===== src/hw/rtl/mtep_ram.sv =====
// Generic single-write, single-read RAM with registered read data.
module mtep_ram #(
  parameter int WIDTH = 8,
  parameter int DEPTH = 16
) (
  input  logic                                       clk,
  input  logic                                       we,
  input  logic [((DEPTH > 1) ? $clog2(DEPTH) : 1)-1:0] waddr,
  input  logic [WIDTH-1:0]                           wdata,
  input  logic [((DEPTH > 1) ? $clog2(DEPTH) : 1)-1:0] raddr,
  output logic [WIDTH-1:0]                           rdata
);
  logic [WIDTH-1:0] mem [DEPTH];

  always_ff @(posedge clk) begin
    if (we) begin
      mem[waddr] <= wdata;
    end
    rdata <= mem[raddr];
  end
endmodule


===== config.mk =====
export PLATFORM = sky130hd
export DESIGN_NAME = mtep_ram
export DESIGN_NICKNAME = d
export VERILOG_FILES = /design/src/hw/rtl/mtep_ram.sv
export SDC_FILE = /design/constraint.sdc
export NUM_CORES = 1
export LEC_CHECK = 0
export ABC_AREA = 1
export ABC_CLOCK_PERIOD_IN_PS = 1600
export BUFFER_PORTS_ARGS = -buffer_cell sky130_fd_sc_hd__buf_2
export CORE_MARGIN = 1
export CORE_UTILIZATION = 40
export CTS_CLUSTER_DIAMETER = 50
export CTS_CLUSTER_SIZE = 8
export DETAILED_ROUTE_END_ITERATION = 6
export PLACE_DENSITY = 0.54
export SLEW_MARGIN = 10
export SYNTH_ARGS = -nofsm -noshare
export SYNTH_HDL_FRONTEND = slang
export SYNTH_SLANG_ARGS = --single-unit

===== constraint.sdc =====
create_clock -name clk -period 1.6 [get_ports clk]
set_input_delay 0.08 -clock clk [delete_from_list [all_inputs] [get_ports clk]]
set_output_delay 0.08 -clock clk [all_outputs]
set_load 0.05 [all_outputs]

== Yosys cells after proc, flatten, opt, wreduce, memory -nomap -nowiden ==
Memories as Yosys holds them, arrays and structs flattened. A register that Yosys moved wholly into a read port is not among the register bits.
Index checks and enable logic that the tools add are counted.
Storage, ports and cells
  bits in writable memories: 128
  memories kept: 1
  bits of input ports: 18
  flip-flop bits (word level): 0
  output and inout bits: 8
  logic and storage cells: 3
Memory list
  mem: words 16, bits a word 8, read ports 1, clocked after Yosys merged registers in 1, write ports 1, RTL line 13  | logic [WIDTH-1:0] mem [DEPTH];
Operators by class
  multiplexer cells: 2
Operators with widths (number)
  $mux 1: 2

== Depth between registers and ports, before layout ==
Gate-level depths: netlist (run 1).
  depth after elaboration: 2
  depth in mapped cells: 8
  gate-level depth less buffers: 7

== Worst setup path before layout (run 1) ==
OpenSTA, ideal clock, no wires.
  kind: input to register
  start point: in waddr[2] (netlist name)
  end point: mem mem[10][0] (enable)
  arrival time: 661 ps
  stages on the path: 2
  buffers on the path: 0
  data required time: 1230 ps
  setup slack: 569 ps
  setup time: 370 ps
  cell sequence: nand3b_1 -> nor2_1
RTL lines
  from (decl): RTL line 8  | input logic [((DEPTH > 1) ? $clog2(DEPTH) : 1)-1:0] waddr,
  to (decl): RTL line 13
No word-level cell before the write port.

==> results.yml, run 1 <==
run_status:
  status: "complete, no violations"
grt:
  track_usage_pct: 19.9
  grt_max_degree: 65
  antenna_found_initial: 0
  grt.overflow.total: 0
  grt_pass1_vias: 3614
  grt_pass1_wl_um: 20900
sta:
  setup_tns_ps: 0
  period_minus_slack_ps: 1100
  max_slew_margin_pct: 58.2
  hold_viol_final: 0
  setup_viol: 0
  fin_skew_ps: 4.33
  worst_slew_pin_slew_ps: 627
  slew_viol_final: 0
  holdWs_ps: 34.5
  min_period_over_period_pct: 69.0
  fmax_mhz: 906
  rsz0062_at_grt: "false"
routing:
  final_antenna_net_count: 0
  vias: 3822
  wl_um: 13300
  wl_per_cell_um: 16.9
  vias_per_cell: 4.86
  drc_errors: 0
  dr.pass1.iters: 5
  first_iter_violations: 360
logic_synthesis:
  synthXorXnorAreaFrac_pct: 0
  postSynthCellCount: 551
  synth_compound_area_share_pct: 0
  synth_area_um2: 5770
  synth_top_family_by_area: "simple AND/OR/NAND/NOR gates"
  synth_top_area_share_pct: 66.7
  synth_simple_gate_area_share_pct: 21.0
  synthMuxAreaShare_pct: 0
  synth_fp_nets: 569
  synth_area_leaders: "edfxtp_1 (67%), nand2_1 (11%), nand3_1 (8.4%)"
  synth.distinct_cells: 12
  ys_seq_area_share_pct: 69.4
  yosys.area.top_type: "edfxtp_1"
  synthAdderAreaFrac_pct: 0
  synth-seq-cells: 136
  yosysWarnings: 0
  syn_area_per_cell_um2: 10.5
setup_path:
  endpoint_kind: "flop"
  cp.required_ps: 1890
  path_max_fanout: 1
  cp-start-kind: "flop"
  arrival_ps: 1400
  crit_type: "reg2reg"
place:
  place_congestion: 0.774
  dp_hpwl_um: 7920
  io_buffers: 25
floorplan:
  die-area_um2: 14900
  num_rows: 43
  start_util_pct: 41.2
  ioPinCount: 26
  core_um2: 14000
  die_x_um: 122
  fp.dieH_um: 122
cells_and_area:
  final_layout_size_suffix_gt1_share_pct: 12.9
  num_antenna_cells: 0
  area_delta_synth_final_pct: 16.5
  num-nets-final: 611
  fillers: 1304
power:
  p_leak_uw: 0.00292
  ir_drop_v: 0.000653
  powerDensity_nw_per_um2: 1240
clock_network:
  clock-root-buffer: "clkbuf_16"
  clkSinkCount: 136
  clk_path_buf_depth: 2
  cts_made_buffers: 17
  htree_levels: 4
  cts_resized: 0
  clk_latency_ps: 410
  cts_tree: "built"
  clkTransAtPathRegs_ps: 50
  postCtsSetupBuffers: 0
  cts_hold_repair.buffers: 0
run:
  cap_violations: 0
worst_hold_path:
  hp-class: "in2reg"
[layer usage]
layer / part of all wire (%) / routed length [µm] / vias up / global-route usage [%]
li1: - / - / 1857 / -
met1: 47 / 6170 / 1843 / 27.5
met2: 47 / 6280 / 108 / 30.7
met3: 4.7 / 629 / 14 / 3.23
met4: 1.4 / 186 / 0 / 9.15
met5: 0 / 0 / - / 0
[layout by cell type (no fill, tap or decap), drive strengths merged]
cell,n
nor2,17
clkinv,5
clkbuf,24
nand3b,2
nand3,97
dfxtp,8
inv,102
clkinvlp,2
edfxtp,128
nand2,173
buf,47
bufinv,1
[worst paths after layout]
path / start / endpoint / slack (ps) / cells past startpoint
max: mem[11][5] / rdata[5] / 500 / 6
min: raddr[3] / rdata[4] / 30 / 3
max reg2reg: mem[11][5] / rdata[5] / 500 / 6
min reg2reg: mem[6][2] / rdata[2] / 670 / 6
[cell families after synthesis]
| kind of cell | count (synthesis) |
|---|---|
| buf+inv | 126 |
| flops | 136 |
| simple gates | 289 |
[state kept, by name, summed over array words and instances, names as in the netlist]
register  flops
rdata         8
mem         128
[synth_stat cells, drive strengths merged]
library cell,n
edfxtp,128
inv,102
nand2,173
nand3,97
nand3b,2
nor2,17
buf,24
dfxtp,8
[power by group]
group / internal, µW / leakage, µW / switching (µW)
combinational: 147 / 0.00142 / 423
sequential: 3980 / 0.00122 / 20.6
clock: 2370 / 0.000283 / 1390
total: 6500 / 0.00292 / 1830
[final cells by class]
class	count	area, µm²	area share [%]
Timing Repair Buffer	47	315	4.69
Clock inverter	8	67.6	1.01
Tap cell	180	225	3.35
Inverter	102	383	5.70
Multi-Input combinational cell	289	1210	18.1
Sequential cell	136	4000	59.6
Clock buffer	24	512	7.61
[worst max-delay path: stages, from the launching register on]
cell and delay, ps:
edfxtp_1 360, inv_1 60, nand2_1 50, nand3_1 110
nand3_1 140, nand3_1 200, nand2_1 80
[metrics by stage]
| step | power, µW | setup slack [ps] | instances | util (%) | instance area, µm² |
|---|---|---|---|---|---|
| final | 8330 | 496 | 786 | 48.0 | 6720 |
| after global routing | 8590 | 403 | 786 | 48.0 | 6720 |
| after CTS | 8390 | 485 | 786 | 48.0 | 6720 |
| after detailed placement | 4650 | 264 | 754 | 43.9 | 6140 |
| after global placement | 4650 | 302 | 754 | 43.9 | 6140 |
| after floorplan | 4440 | 569 | 551 | - | 5770 |
No activity file was read; power rests on OpenSTA's default activity.
==> inputs of run 2 (changes only) <==
- ABC_CLOCK_PERIOD_IN_PS: 1600 -> 1200
- clock period: 1.6 -> 1.2 ns (I/O delays scaled with it)
==> results.yml, run 2 (same netlist as run 1, synthesis figures left out) <==
run_status:
  status: "complete, no violations"
grt:
  antenna_found_initial: 0
  track_usage_pct: 19.5
  grt_max_degree: 65
  grt_pass1_vias: 3488
  grt_pass1_wl_um: 20500
  grt.overflow.total: 0
floorplan:
  core_um2: 14000
  num_rows: 43
  die-area_um2: 14900
  start_util_pct: 41.2
  fp.dieH_um: 122
  ioPinCount: 26
  die_x_um: 122
place:
  dp_slack_ps: 20.1
  dp_cells: 758
  dp_hpwl_um: 8010
  io_buffers: 25
  postPlaceCellArea_um2: 6220
  place_congestion: 0.765
setup_path:
  cp-start-kind: "flop"
  r2r-end: "rdata[5]"
  slowest_delay_ps: 380
  reg2reg_depth: 6
  cp.required_ps: 1140
  critPathBufInv: 1
  crit_chain: "buf_2"
  reg2reg_from: "mem[5][5]"
  path_max_fanout: 1
  endpoint_kind: "primary output"
  crit_slowest_cell: "dfxtp_1"
  critPathTopFamily: "flip-flops"
  arrival_ps: 1080
  crit_type: "reg2out"
  rrSetupSlack_ps: 210
cells_and_area:
  final_layout_size_suffix_gt1_share_pct: 13.1
  num_antenna_cells: 0
  top_register: "mem"
  finalInstanceArea_um2: 6780
  reg_top3: "mem: 128 flops, rdata: 8 flops"
  mostFrequentLayoutCells: "nand2_1 (173), edfxtp_1 (128), inv_1 (100), nand3_1 (97), buf_2 (25)"
  num-nets-final: 616
  largest_reg_flops: 128
  area_delta_synth_final_pct: 17.5
  instances_no_fill: 791
  layout_commonest_cell: "nand2_1"
routing:
  wl_um: 13100
  drc_errors: 0
  wl_per_cell_um: 16.6
  first_iter_violations: 244
  final_antenna_net_count: 0
  vias: 3753
  dr.pass1.iters: 5
  vias_per_cell: 4.74
sta:
  holdWs_ps: 69.5
  min_period_over_period_pct: 94.6
  hold_viol_final: 0
  worst_slew_pin_slew_ps: 396
  setup_tns_ps: 0
  rsz0062_at_grt: "false"
  setup_viol: 0
  fin_skew_ps: 5.26
  period_minus_slack_ps: 1140
  slew_viol_final: 0
  max_slew_margin_pct: 73.6
  setup_ws_ps: 64.2
  fmax_mhz: 880
clock_network:
  clk_latency_ps: 400
  cts_resized: 0
  htree_levels: 4
  cts_made_buffers: 17
  cts_hold_repair.buffers: 1
  clk_path_buf_depth: 2
  clkTransAtPathRegs_ps: 50
  clkSinkCount: 136
  postCtsSetupBuffers: 0
  clock-root-buffer: "clkbuf_16"
  cts_tree: "built"
run:
  cap_violations: 0
power:
  ir_drop_v: 0.000793
  p_leak_uw: 0.00295
  powerDensity_nw_per_um2: 1610
worst_hold_path:
  holdCritStartpoint: "wdata[4]"
  hp-class: "in2reg"
  hold_path_depth: 1
  holdPathEnd: "mem[11][4]"
==> run 2: routing by layer <==
layer | up-vias | wire length, µm | GRT usage (%)
li1 | 1862 | - | -
met1 | 1778 | 6360 | 27.8
met2 | 103 | 6010 | 29.4
met3 | 10 | 571 | 4.31
met4 | 0 | 179 | 6.55
met5 | - | 0 | 0
==> run 2: through the flow <==
stage,utilization (%),total power [µW]
after CTS,48.5,11000
final,48.5,10900
after global routing,48.5,11300
after floorplan,-,5920
after global placement,44.5,6230
after detailed placement,44.5,6240
==> run 2: worst max-delay path by stage <==
stage	end	depth (start not counted)	start	slack, ps
after floorplan	mem[10][0]	2	waddr[2]	190
after global placement	rdata[5]	8	raddr[0]	30
after detailed placement	rdata[5]	8	raddr[0]	20
after CTS	rdata[5]	1	rdata[5]	50
after global routing	rdata[5]	1	rdata[5]	30
final	rdata[3]	1	rdata[3]	60
==> run 2: final cells by class <==
type | count | area, µm²
Clock buffer | 21 | 440
Clock inverter | 11 | 106
Fill cell | 1290 | 7210
Inverter | 102 | 383
Multi-Input combinational cell | 289 | 1210
Sequential cell | 136 | 4000
Tap cell | 180 | 225
Timing Repair Buffer | 52 | 405
==> run 2: where the power goes <==
group	internal, µW	switching, µW
Clock	3020	1780
Combinational	225	565
Sequential	5310	36.4
Total	8560	2380
