`src/hw/rtl/mtep_pkg.sv`:
```
// Shared types and constants of the MIDI track event parser.
package mtep_pkg;

  localparam int TIME_W = 40;
  localparam int MPQN_W = 24;
  localparam int DIV_W = 15;
  localparam int OFS_W = 21;
  localparam int M_DATA_W = 128;
  localparam int CODE_W = 3;

  localparam logic [TIME_W-1:0] TIME_MAX = {TIME_W{1'b1}};
  localparam logic [31:0] U32_MAX = 32'hFFFF_FFFF;
  localparam logic [MPQN_W-1:0] DEFAULT_MPQN = 24'd500000;
  localparam logic [7:0] META_END = 8'h2F;
  localparam logic [7:0] META_TEMPO = 8'h51;
  localparam logic [7:0] STATUS_META = 8'hFF;
  localparam logic [7:0] STATUS_SYSEX = 8'hF0;
  localparam logic [7:0] STATUS_ESCAPE = 8'hF7;
  localparam logic [14:0] DEFAULT_DIVISION = 15'd480;

  localparam logic CFG_TIME_DIV = 1'b0;
  localparam logic CFG_OFFSET = 1'b1;

  typedef enum logic [CODE_W-1:0] {
    RC_EVENT     = 3'd0,
    RC_END       = 3'd1,
    RC_BAD_RUN   = 3'd2,
    RC_BAD_EVENT = 3'd3,
    RC_NEG_TIME  = 3'd4,
    RC_TRUNC     = 3'd5
  } result_code_t;

endpackage

```
`src/hw/rtl/mtep_seg.sv`:
```
// Tempo segment unit: floor(ticks * mpqn / division), saturated, by shift-add and restoring divide.
module mtep_seg #(
  parameter int TW = 32
) (
  input  logic                       clk,
  input  logic                       rst,
  input  logic                       start,
  input  logic [TW-1:0]              ticks,
  input  logic [mtep_pkg::MPQN_W-1:0] mpqn,
  input  logic [mtep_pkg::DIV_W-1:0]  div,
  output logic                       done,
  output logic [mtep_pkg::TIME_W-1:0] result
);
  import mtep_pkg::*;

  localparam int PW = TW + MPQN_W;
  localparam int NW = $clog2(PW + 1);

  typedef enum logic [2:0] {
    SG_IDLE = 3'b001,
    SG_MUL  = 3'b010,
    SG_DIV  = 3'b100
  } sg_state_t;

  sg_state_t         st;
  logic [NW-1:0]     cnt;
  logic [PW-1:0]     acc;
  logic [MPQN_W-1:0] mq;
  logic [TW-1:0]     tv;
  logic [DIV_W-1:0]  rem;
  logic [DIV_W-1:0]  dv;
  logic [DIV_W:0]    trial;
  logic [DIV_W:0]    diff;
  logic              ge;

  assign trial = {rem, acc[PW-1]};
  assign ge = trial >= {1'b0, dv};
  assign diff = trial - {1'b0, dv};
  assign result = (acc > PW'(TIME_MAX)) ? TIME_MAX : acc[TIME_W-1:0];

  always_ff @(posedge clk) begin
    if (rst) begin
      st <= SG_IDLE;
      done <= 1'b0;
    end else begin
      done <= 1'b0;
      unique case (st)
        SG_IDLE: begin
          if (start) begin
            tv <= ticks;
            mq <= mpqn;
            acc <= '0;
            dv <= div;
            cnt <= NW'(MPQN_W);
            st <= SG_MUL;
          end
        end
        SG_MUL: begin
          // multiplier bits MSB first
          acc <= {acc[PW-2:0], 1'b0} + (mq[MPQN_W-1] ? PW'(tv) : '0);
          mq <= {mq[MPQN_W-2:0], 1'b0};
          cnt <= cnt - 1'b1;
          if (cnt == NW'(1)) begin
            cnt <= NW'(PW);
            rem <= '0;
            st <= SG_DIV;
          end
        end
        SG_DIV: begin
          // quotient bits shift into acc as dividend bits shift out
          rem <= ge ? diff[DIV_W-1:0] : trial[DIV_W-1:0];
          acc <= {acc[PW-2:0], ge};
          cnt <= cnt - 1'b1;
          if (cnt == NW'(1)) begin
            st <= SG_IDLE;
            done <= 1'b1;
          end
        end
        default: st <= SG_IDLE;
      endcase
    end
  end
endmodule

```
`config.mk`:
```
export PLATFORM = sky130hd
export DESIGN_NAME = mtep_seg
export DESIGN_NICKNAME = d
export VERILOG_FILES = /design/src/hw/rtl/mtep_pkg.sv /design/src/hw/rtl/mtep_seg.sv
export SDC_FILE = /design/constraint.sdc
export NUM_CORES = 1
export LEC_CHECK = 0
export BUFFER_PORTS_ARGS = -buffer_cell sky130_fd_sc_hd__buf_4
export CORE_MARGIN = 10
export CORE_UTILIZATION = 52
export DETAILED_ROUTE_END_ITERATION = 7
export GPL_ROUTABILITY_DRIVEN = 1
export HOLD_SLACK_MARGIN = 0.12
export PLACE_DENSITY = 0.85
export REMOVE_ABC_BUFFERS = 1
export SKIP_CTS_REPAIR_TIMING = 1
export SLEW_MARGIN = 10
export SYNTH_ARGS = -nofsm -noshare
export SYNTH_HDL_FRONTEND = slang
export SYNTH_SLANG_ARGS = --single-unit
```
`constraint.sdc`:
```
create_clock -name clk -period 6 [get_ports clk]
set_clock_uncertainty 0.15 [all_clocks]
set_input_delay 0.3 -clock clk [delete_from_list [all_inputs] [get_ports clk]]
set_output_delay 0.3 -clock clk [all_outputs]
set_load 0.02 [all_outputs]
```
Word level (Yosys, flattened, before mapping):

Index checks and enable logic that the tools add are counted.

* word-level logic and storage cells: 48
* output and inout bits: 41
* register bits: 152
* input bits: 74

* magnitude comparators: 2
* equal/unequal tests: 7
* mux-type cells: 17
* add/sub/neg operators: 3
* reductions and logical operators: 9
* bitwise gates (word level): 2

Operators by type and width (count)
* $pmux 56 s3: 1
* $add 56x32->56: 1
* $gt 56x40->1 const B: 1
* $mux 56: 1
* $pmux 24 s2: 1
* $mux 40: 1
* $mux 32: 1
* $mux 15: 2
* $pmux 15 s2: 1
* $mux 24: 1
* $pmux 6 s3: 1
* $ge 16x15->1: 1
* $reduce_and 3->1: 5
* $sub 15x15->15: 1
* $mux 6: 2
* $mux 3: 3
* $pmux 3 s3: 1
* $eq 6x1->1 const B: 1
* $ne 2x2->1 const B: 3
* $sub 6x1->6 const B: 1
* $reduce_bool 2->1: 2
* $eq 3x1->1 const B: 1
* $eq 3x2->1 const B: 1
* $eq 3x3->1 const B: 1
* other kinds (4): 5

Longest topological paths before layout:

Gate-level depths: netlist of the first run.

* depth in word-level cells: 3
* gate-level depth with buffers: 15
* depth with buffers taken out: 12

Least setup slack after synthesis of the first run:

No wires, ideal clock.

* path kind: reg-to-reg
* start point: reg st[2]
* end point: reg acc[0], enable pin
* path slack: 1563 ps
* period minus slack after synthesis: 4437 ps
* cell stages (with the launch flop): 7
* library setup time: 482 ps
* path buffers: 3
* arrival time: 3805 ps
* data required time: 5368 ps
* cell sequence: dfxtp_1 clkbuf_1 and2_1 clkbuf_1 clkbuf_1 nor2_1 nor2_1

* cells in the longest elaborated chain, start to end: 3
* elaborated cells between the ends (all ways): 6
* those cells by class: 4 x eq/ne; 2 x reduce/logical

Ends and longest elaborated chain
* from (decl): RTL line mtep_seg.sv:25 `sg_state_t st;`
* from (signal assigned): RTL line mtep_seg.sv:43 `st <= SG_IDLE;`
* from (signal assigned): RTL line mtep_seg.sv:55 `st <= SG_MUL;`
* from (signal assigned): RTL line mtep_seg.sv:66 `st <= SG_DIV;`
* $eq 3x1->1, or another cell as far along: RTL line mtep_seg.sv:47 `unique case (st)`
* $ne 2x2->1 (no line) or $reduce_bool 3->1 (tied branches)
* $reduce_and 3->1 (no line) (*)
* to (signal assigned): RTL line mtep_seg.sv:60 `acc <= {acc[PW-2:0], 1'b0} + (mq[MPQN_W-1] ? PW'(tv) : '0);`
* to (signal assigned): RTL line mtep_seg.sv:72 `acc <= {acc[PW-2:0], ge};`
* to (decl): RTL line mtep_seg.sv:27 `logic [PW-1:0] acc;`

Every way passes the cells marked *; elsewhere a longest branch is shown, timed or not.
A chain may end at the register's enable or synchronous reset.

Worst setup path in the final report of the first run:

* start point: reg mq[23]
* end point: reg acc[51] (data pin)

* cells in the longest elaborated chain, start to end: 3

Ends and longest elaborated chain
* from (decl): RTL line mtep_seg.sv:28 `logic [MPQN_W-1:0] mq;`
* from (signal assigned): RTL line mtep_seg.sv:51 `mq <= mpqn;`
* from (signal assigned): RTL line mtep_seg.sv:61 `mq <= {mq[MPQN_W-2:0], 1'b0};`
* $mux 32: RTL line mtep_seg.sv:60
* $add 56x32->56: RTL line mtep_seg.sv:60
* $pmux 56 s3: RTL line mtep_seg.sv:47

No other way between the ends.

==> results of run 1 <==
-- cells in the mapped netlist (14+ instances only) --
master,instances,area share
nand4_1,20,0.013
nor2_1,59,0.024
ha_1,48,0.064
nand2_1,146,0.058
inv_1,35,0.014
a21oi_1,57,0.030
nand3_1,29,0.015
xnor2_1,23,0.021
edfxtp_1,148,0.47
a31oi_1,18,0.012
xor2_1,14,0.013
buf_2,16,0.0085
clkbuf_1,32,0.013
a21o_1,14,0.011
or2_2,37,0.025
and2_1,39,0.026
o21ai_0,56,0.030
-- power by group through the flow --
stage / Combinational (mW) / Sequential (mW) / Clock [mW]
after floorplan: 0.194 / 1.26 / 0
after global placement: 0.281 / 1.27 / 0
after detailed placement: 0.287 / 1.27 / 0
after CTS: 0.290 / 1.25 / 1.09
after global routing: 0.365 / 1.25 / 1.14
final: 0.331 / 1.25 / 1.08
-- routing by layer --
layer	global-route usage	up-vias
met4	0.0481	0
met1	0.243	3756
met3	0.0449	25
li1	-	3855
met5	0	-
met2	0.320	227
-- logic make-up (layout without fill, tap and decap cells) --
kind of cell	after synthesis	count (layout)	share of synthesized area
AOI/OAI and AO/OA	229	229	0.154
xor gates and xnor gates	37	37	0.0345
adders and majority gates	50	50	0.0683
buffers and inverters	88	263	0.0383
DFF	152	152	0.482
muxes	10	10	0.0107
and+or+nand+nor	401	401	0.212
-- layout make-up --
class	instances	area [um2]
fill	1366	6120
multi-input combinational	727	4540
sequential	152	4520
timing repair buffer	196	1650
clock buffer	18	429
tap	229	287
clock inverter	14	153
inverter	35	131
-- flip-flops by register name (all words and copies together), names as in the netlist --
register and flops:
tv 32, rem 15, dv 15, st 3, done 1, acc 56, cnt 6, mq 24
-- placed cells by master, fill, tap and decap left out, types with 20 or more instances in the layout --
| master | n |
|---|---|
| edfxtp_1 | 148 |
| xnor2_1 | 23 |
| buf_4 | 123 |
| o21ai_0 | 56 |
| nor2_1 | 58 |
| nand4_1 | 20 |
| inv_1 | 35 |
| and2_1 | 39 |
| nand3_1 | 29 |
| ha_1 | 48 |
| or2_2 | 37 |
| a21oi_1 | 56 |
| nand2_1 | 146 |
| dlygate4sd3_1 | 73 |
-- per-stage QoR --
step,setup slack [ps],cell area (um2),utilization,hold WS [ps]
2_1_floorplan,1260,9160,-,219
3_3_place_gp,2020,10400,0.583,328
4_1_cts,1860,11000,0.616,-128
6_report,1890,11700,0.657,360
3_5_place_dp,1880,10400,0.583,329
5_1_grt,1580,11700,0.657,375
-- worst min path at each step --
stage                          from      to  slack (ps)  cells past startpoint
final                         mq[0]   mq[1]         360                      2
after floorplan                 rst   st[2]         220                      1
after CTS                 ticks[11]  tv[11]        -130                      1
after detailed placement     div[4]   dv[4]         330                      1
after global placement    ticks[19]  tv[19]         330                      1
after global routing          mq[0]   mq[1]         370                      2
-- worst register-to-register path: cells and delay by family (launching register included) --
family	cells	cell delay [ps]
and+or+nand+nor	5	1250
AOI/OAI and AO/OA	4	1030
DFF	1	930
adders and majority gates	2	550
buffers and inverters	1	60
==> flow_metrics.py, run 1 <==
metrics = {
    "critical_path": {
        "reg2reg_to": "acc[51]",
        "path_delay_family": "simple AND/OR/NAND/NOR gates",
        "required_ps": 6150,
        "path_class": "register to register",
        "setup.worst_path.end": "acc[51]",
        "end_kind": "register",
        "r2r_cells": 12,
        "slowest_delay_ps": 930,
        "cp.arrival_ps": 4250,
        "timing.rr.start": "mq[23]",
        "worst_path_max_delay_cell": "edfxtp_1",
        "crit_chain": "and2_1 > ha_1 > inv_1 > fa_1 > nand2b_1 > a21oi_1 > a211oi_2 > o211ai_2 > a41o_1 > nand3_2 > or4b_1 > nand3_1",
        "r2r_slack_ps": 1890,
        "path_depth": 12,
        "startpoint": "mq[23]",
        "crit_fanout": 32,
        "crit_buf_inv": 1,
        "start_kind": "register",
    },
    "place": {
        "dp_hpwl_mm": 16.0,
        "gp_congestion": 0.938,
        "placed_cells": 1266,
        "io_buffer_count": 114,
    },
    "cells_and_area": {
        "area_growth_pct": 24.9,
        "fin_cells": 1371,
        "drive_above_1_share": 0.180,
        "num_antenna_cells": 0,
        "layout.nets": 1253,
    },
    "yosys": {
        "yosys_warnings": 0,
        "syn_area_mm2": 0.00938,
        "synthArstFlopShare": 0,
        "synth_top_flop_cell": "edfxtp_1",
        "postSynthCellCount": 967,
        "synth.yosys.seq_area_share": 0.482,
        "syn-mean-instance-area_um2": 9.70,
        "synth_edf_count": 148,
        "synth-seq-cells": 152,
        "ys_types": 61,
    },
    "power_and_ir_drop": {
        "pwr-share-seq": 0.470,
        "p_sw_frac": 0.261,
        "p_per_area_mw_per_mm2": 226,
        "total_power_mw": 2.65,
        "max-vdd-ir-drop_mv": 0.405,
        "pwr-share-comb": 0.125,
        "power_switching_mw": 0.693,
        "internal-power_mw": 1.96,
        "p_clk_frac": 0.405,
        "p_leak_nw": 4.61,
    },
    "floorplan": {
        "core-area_mm2": 0.0178,
        "start_util": 0.526,
        "rows": 49,
        "io_pins": 115,
        "die_w_um": 154,
        "die_y_um": 154,
        "die_area_mm2": 0.0238,
    },
    "clock_network": {
        "clock_path_buffers": 2,
        "clock-sinks": 152,
        "cts_max_level": 4,
        "clk_latency_ps": 430,
        "cts_tree": "done",
        "path_clk_slew_ps": 70,
        "cts_buffers": 17,
        "cts_root_buf": "clkbuf_16",
    },
    "sta": {
        "period_share": 0.684,
        "slew_headroom": 0.317,
        "period_needed_ps": 4110,
        "tightest_slew_ps": 1020,
        "finalHoldViolations": 0,
        "drv_slew": 0,
        "setup_viol": 0,
        "tns_ps": 0,
        "grt_setup_unrepaired": "no",
        "clock.fmax_mhz": 244,
    },
    "grt": {
        "grt_pass1_vias": 7502,
        "gr-usage-all-layers": 0.191,
        "grt_first_pass_wirelength_mm": 38.0,
        "grt_max_degree": 63,
        "antenna_found_initial": 0,
        "grt-ovfl-total": 0,
    },
    "min_path": {
        "worstHoldPathType": "register to register",
    },
    "route": {
        "vias": 7863,
        "drt-vias-per-instance": 5.74,
        "drt-total-wl_mm": 23.9,
        "post_drt_wl_per_cell_um": 17.4,
        "drc_errors": 0,
        "highest_layer": "met4",
        "dr.pass1.iters": 5,
        "wl_met1_mm": 10.5,
        "dr_wl_met2_mm": 12.0,
        "ant_nets": 0,
        "wl_met3_mm": 1.17,
        "drtIter0Drc": 746,
    },
    "run_status": {
        "status": "finished clean",
    },
    "job": {
        "maxCapViolCount": 0,
    },
}
No activity file was read; power rests on OpenSTA's default activity.
==> run 2, diff against run 1 <==
clock period = 4.3 ns   (was 6 ns; I/O delays follow)
==> run 2 against run 1 <==
Effect of this change:
- combinational power is 42% higher
- routed wire length is 1.7% higher
- maximum frequency is 16% higher
- first-iteration DRC count is 2.8% higher
- clock-buffer cell count is 1 lower
- highest routed layer unchanged
==> flow_metrics.py, run 2 (synthesis results as in run 1) <==
metrics = {
    "power_and_ir_drop": {
        "p_leak_nw": 4.62,
        "max-vdd-ir-drop_mv": 0.301,
        "total_power_mw": 3.70,
        "p_per_area_mw_per_mm2": 315,
    },
    "route": {
        "vias": 7981,
        "post_drt_wl_per_cell_um": 17.7,
        "drt-vias-per-instance": 5.81,
        "dr.pass1.iters": 5,
        "ant_nets": 0,
        "drc_errors": 0,
        "drt-total-wl_mm": 24.3,
        "drtIter0Drc": 767,
    },
    "sta": {
        "setup_viol": 0,
        "clock.fmax_mhz": 281,
        "tightest_slew_ps": 1100,
        "grt_setup_unrepaired": "no",
        "slew_headroom": 0.267,
        "fin_ws_ps": 747,
        "period_share": 0.826,
        "drv_slew": 0,
        "finalHoldViolations": 0,
        "hold_ws_ps": 340,
        "tns_ps": 0,
        "period_needed_ps": 3550,
    },
    "grt": {
        "gr-usage-all-layers": 0.191,
        "grt-ovfl-total": 0,
        "grt_max_degree": 55,
        "antenna_found_initial": 0,
        "grt_first_pass_wirelength_mm": 37.8,
        "grt_pass1_vias": 7661,
    },
    "cells_and_area": {
        "drive_above_1_share": 0.183,
        "fin_cells": 1374,
        "multiInputGateArea_mm2": 0.00453,
        "largest_reg_flops": 56,
        "top_regs": "acc x56, tv x32, mq x24",
        "n_fill_cell": 1374,
        "seqCellArea_mm2": 0.00452,
        "fin_util": 0.658,
        "area_growth_pct": 25.0,
        "final_common_cell": "edfxtp_1",
        "layout.nets": 1256,
        "final_cell_mix": "edfxtp_1, nand2_1, buf_4",
        "num_antenna_cells": 0,
        "top_register": "acc",
        "stdcell_area_mm2": 0.0117,
    },
    "min_path": {
        "worstHoldPathType": "input pin to register",
    },
    "place": {
        "dp_slack_ps": 800,
        "placed_area_mm2": 0.0104,
        "io_buffer_count": 114,
        "gp_congestion": 0.951,
        "placed_cells": 1269,
        "dp_hpwl_mm": 16.3,
    },
    "floorplan": {
        "start_util": 0.526,
        "die_area_mm2": 0.0238,
        "core-area_mm2": 0.0178,
        "rows": 49,
        "io_pins": 115,
        "die_y_um": 154,
        "die_w_um": 154,
    },
    "critical_path": {
        "crit_chain": "buf_4 > and2_1 > ha_1 > nand3_2 > nor2_1 > nand4_1 > o211ai_2 > a41o_1 > nand3_2 > or4b_1 > nand3_1",
        "required_ps": 4450,
        "slowest_delay_ps": 530,
        "crit_fanout": 30,
        "worst_path_max_delay_cell": "or4b_1",
        "cp_common_cell": "nand3_2",
        "path_class": "register to register",
        "start_kind": "register",
        "cp.arrival_ps": 3710,
        "end_kind": "register",
    },
    "run_status": {
        "status": "finished clean",
    },
    "clock_network": {
        "clk_latency_ps": 440,
        "clock-sinks": 152,
        "cts_tree": "done",
        "cts_root_buf": "clkbuf_16",
        "cts_buffers": 17,
        "path_clk_slew_ps": 70,
        "clock_path_buffers": 2,
        "cts_max_level": 4,
    },
    "job": {
        "maxCapViolCount": 0,
    },
}
[run 2: final timing paths]
path / from / end / slack (ps) / depth (start not counted)
setup reg to reg: mq[23] / acc[51] / 750 / 11
hold reg to reg: mq[7] / mq[8] / 360 / 2
hold / removal: ticks[0] / tv[0] / 340 / 2
setup / recovery: mq[23] / acc[51] / 750 / 11
[run 2: power by group]
part,internal (mW),switching [mW],total (mW)
registers,1.69,0.0404,1.73
logic,0.216,0.253,0.469
clock network,0.818,0.675,1.49
[run 2: critical path: cells and delay by family (launching register included)]
kind / cells / cell delay [ps]
adders and majority gates: 1 / 420
DFF: 1 / 420
and+or+nand+nor: 7 / 1400
buffers and inverters: 1 / 250
AOI/OAI and AO/OA: 2 / 760
[run 2: per-layer routing]
metal	part of all wire	up-vias	global-route usage
met5	0	-	0
met4	0.022	0	0.0702
met3	0.061	45	0.0469
met2	0.51	283	0.322
met1	0.41	3798	0.231
li1	-	3855	-
[run 2: area by class of cell]
cell class / count / share of cell area
Sequential cell: 152 / 0.386
Multi-Input combinational cell: 727 / 0.386
Clock inverter: 15 / 0.0131
Clock buffer: 17 / 0.0363
Tap cell: 229 / 0.0244
Timing Repair Buffer: 199 / 0.143
Inverter: 35 / 0.0112
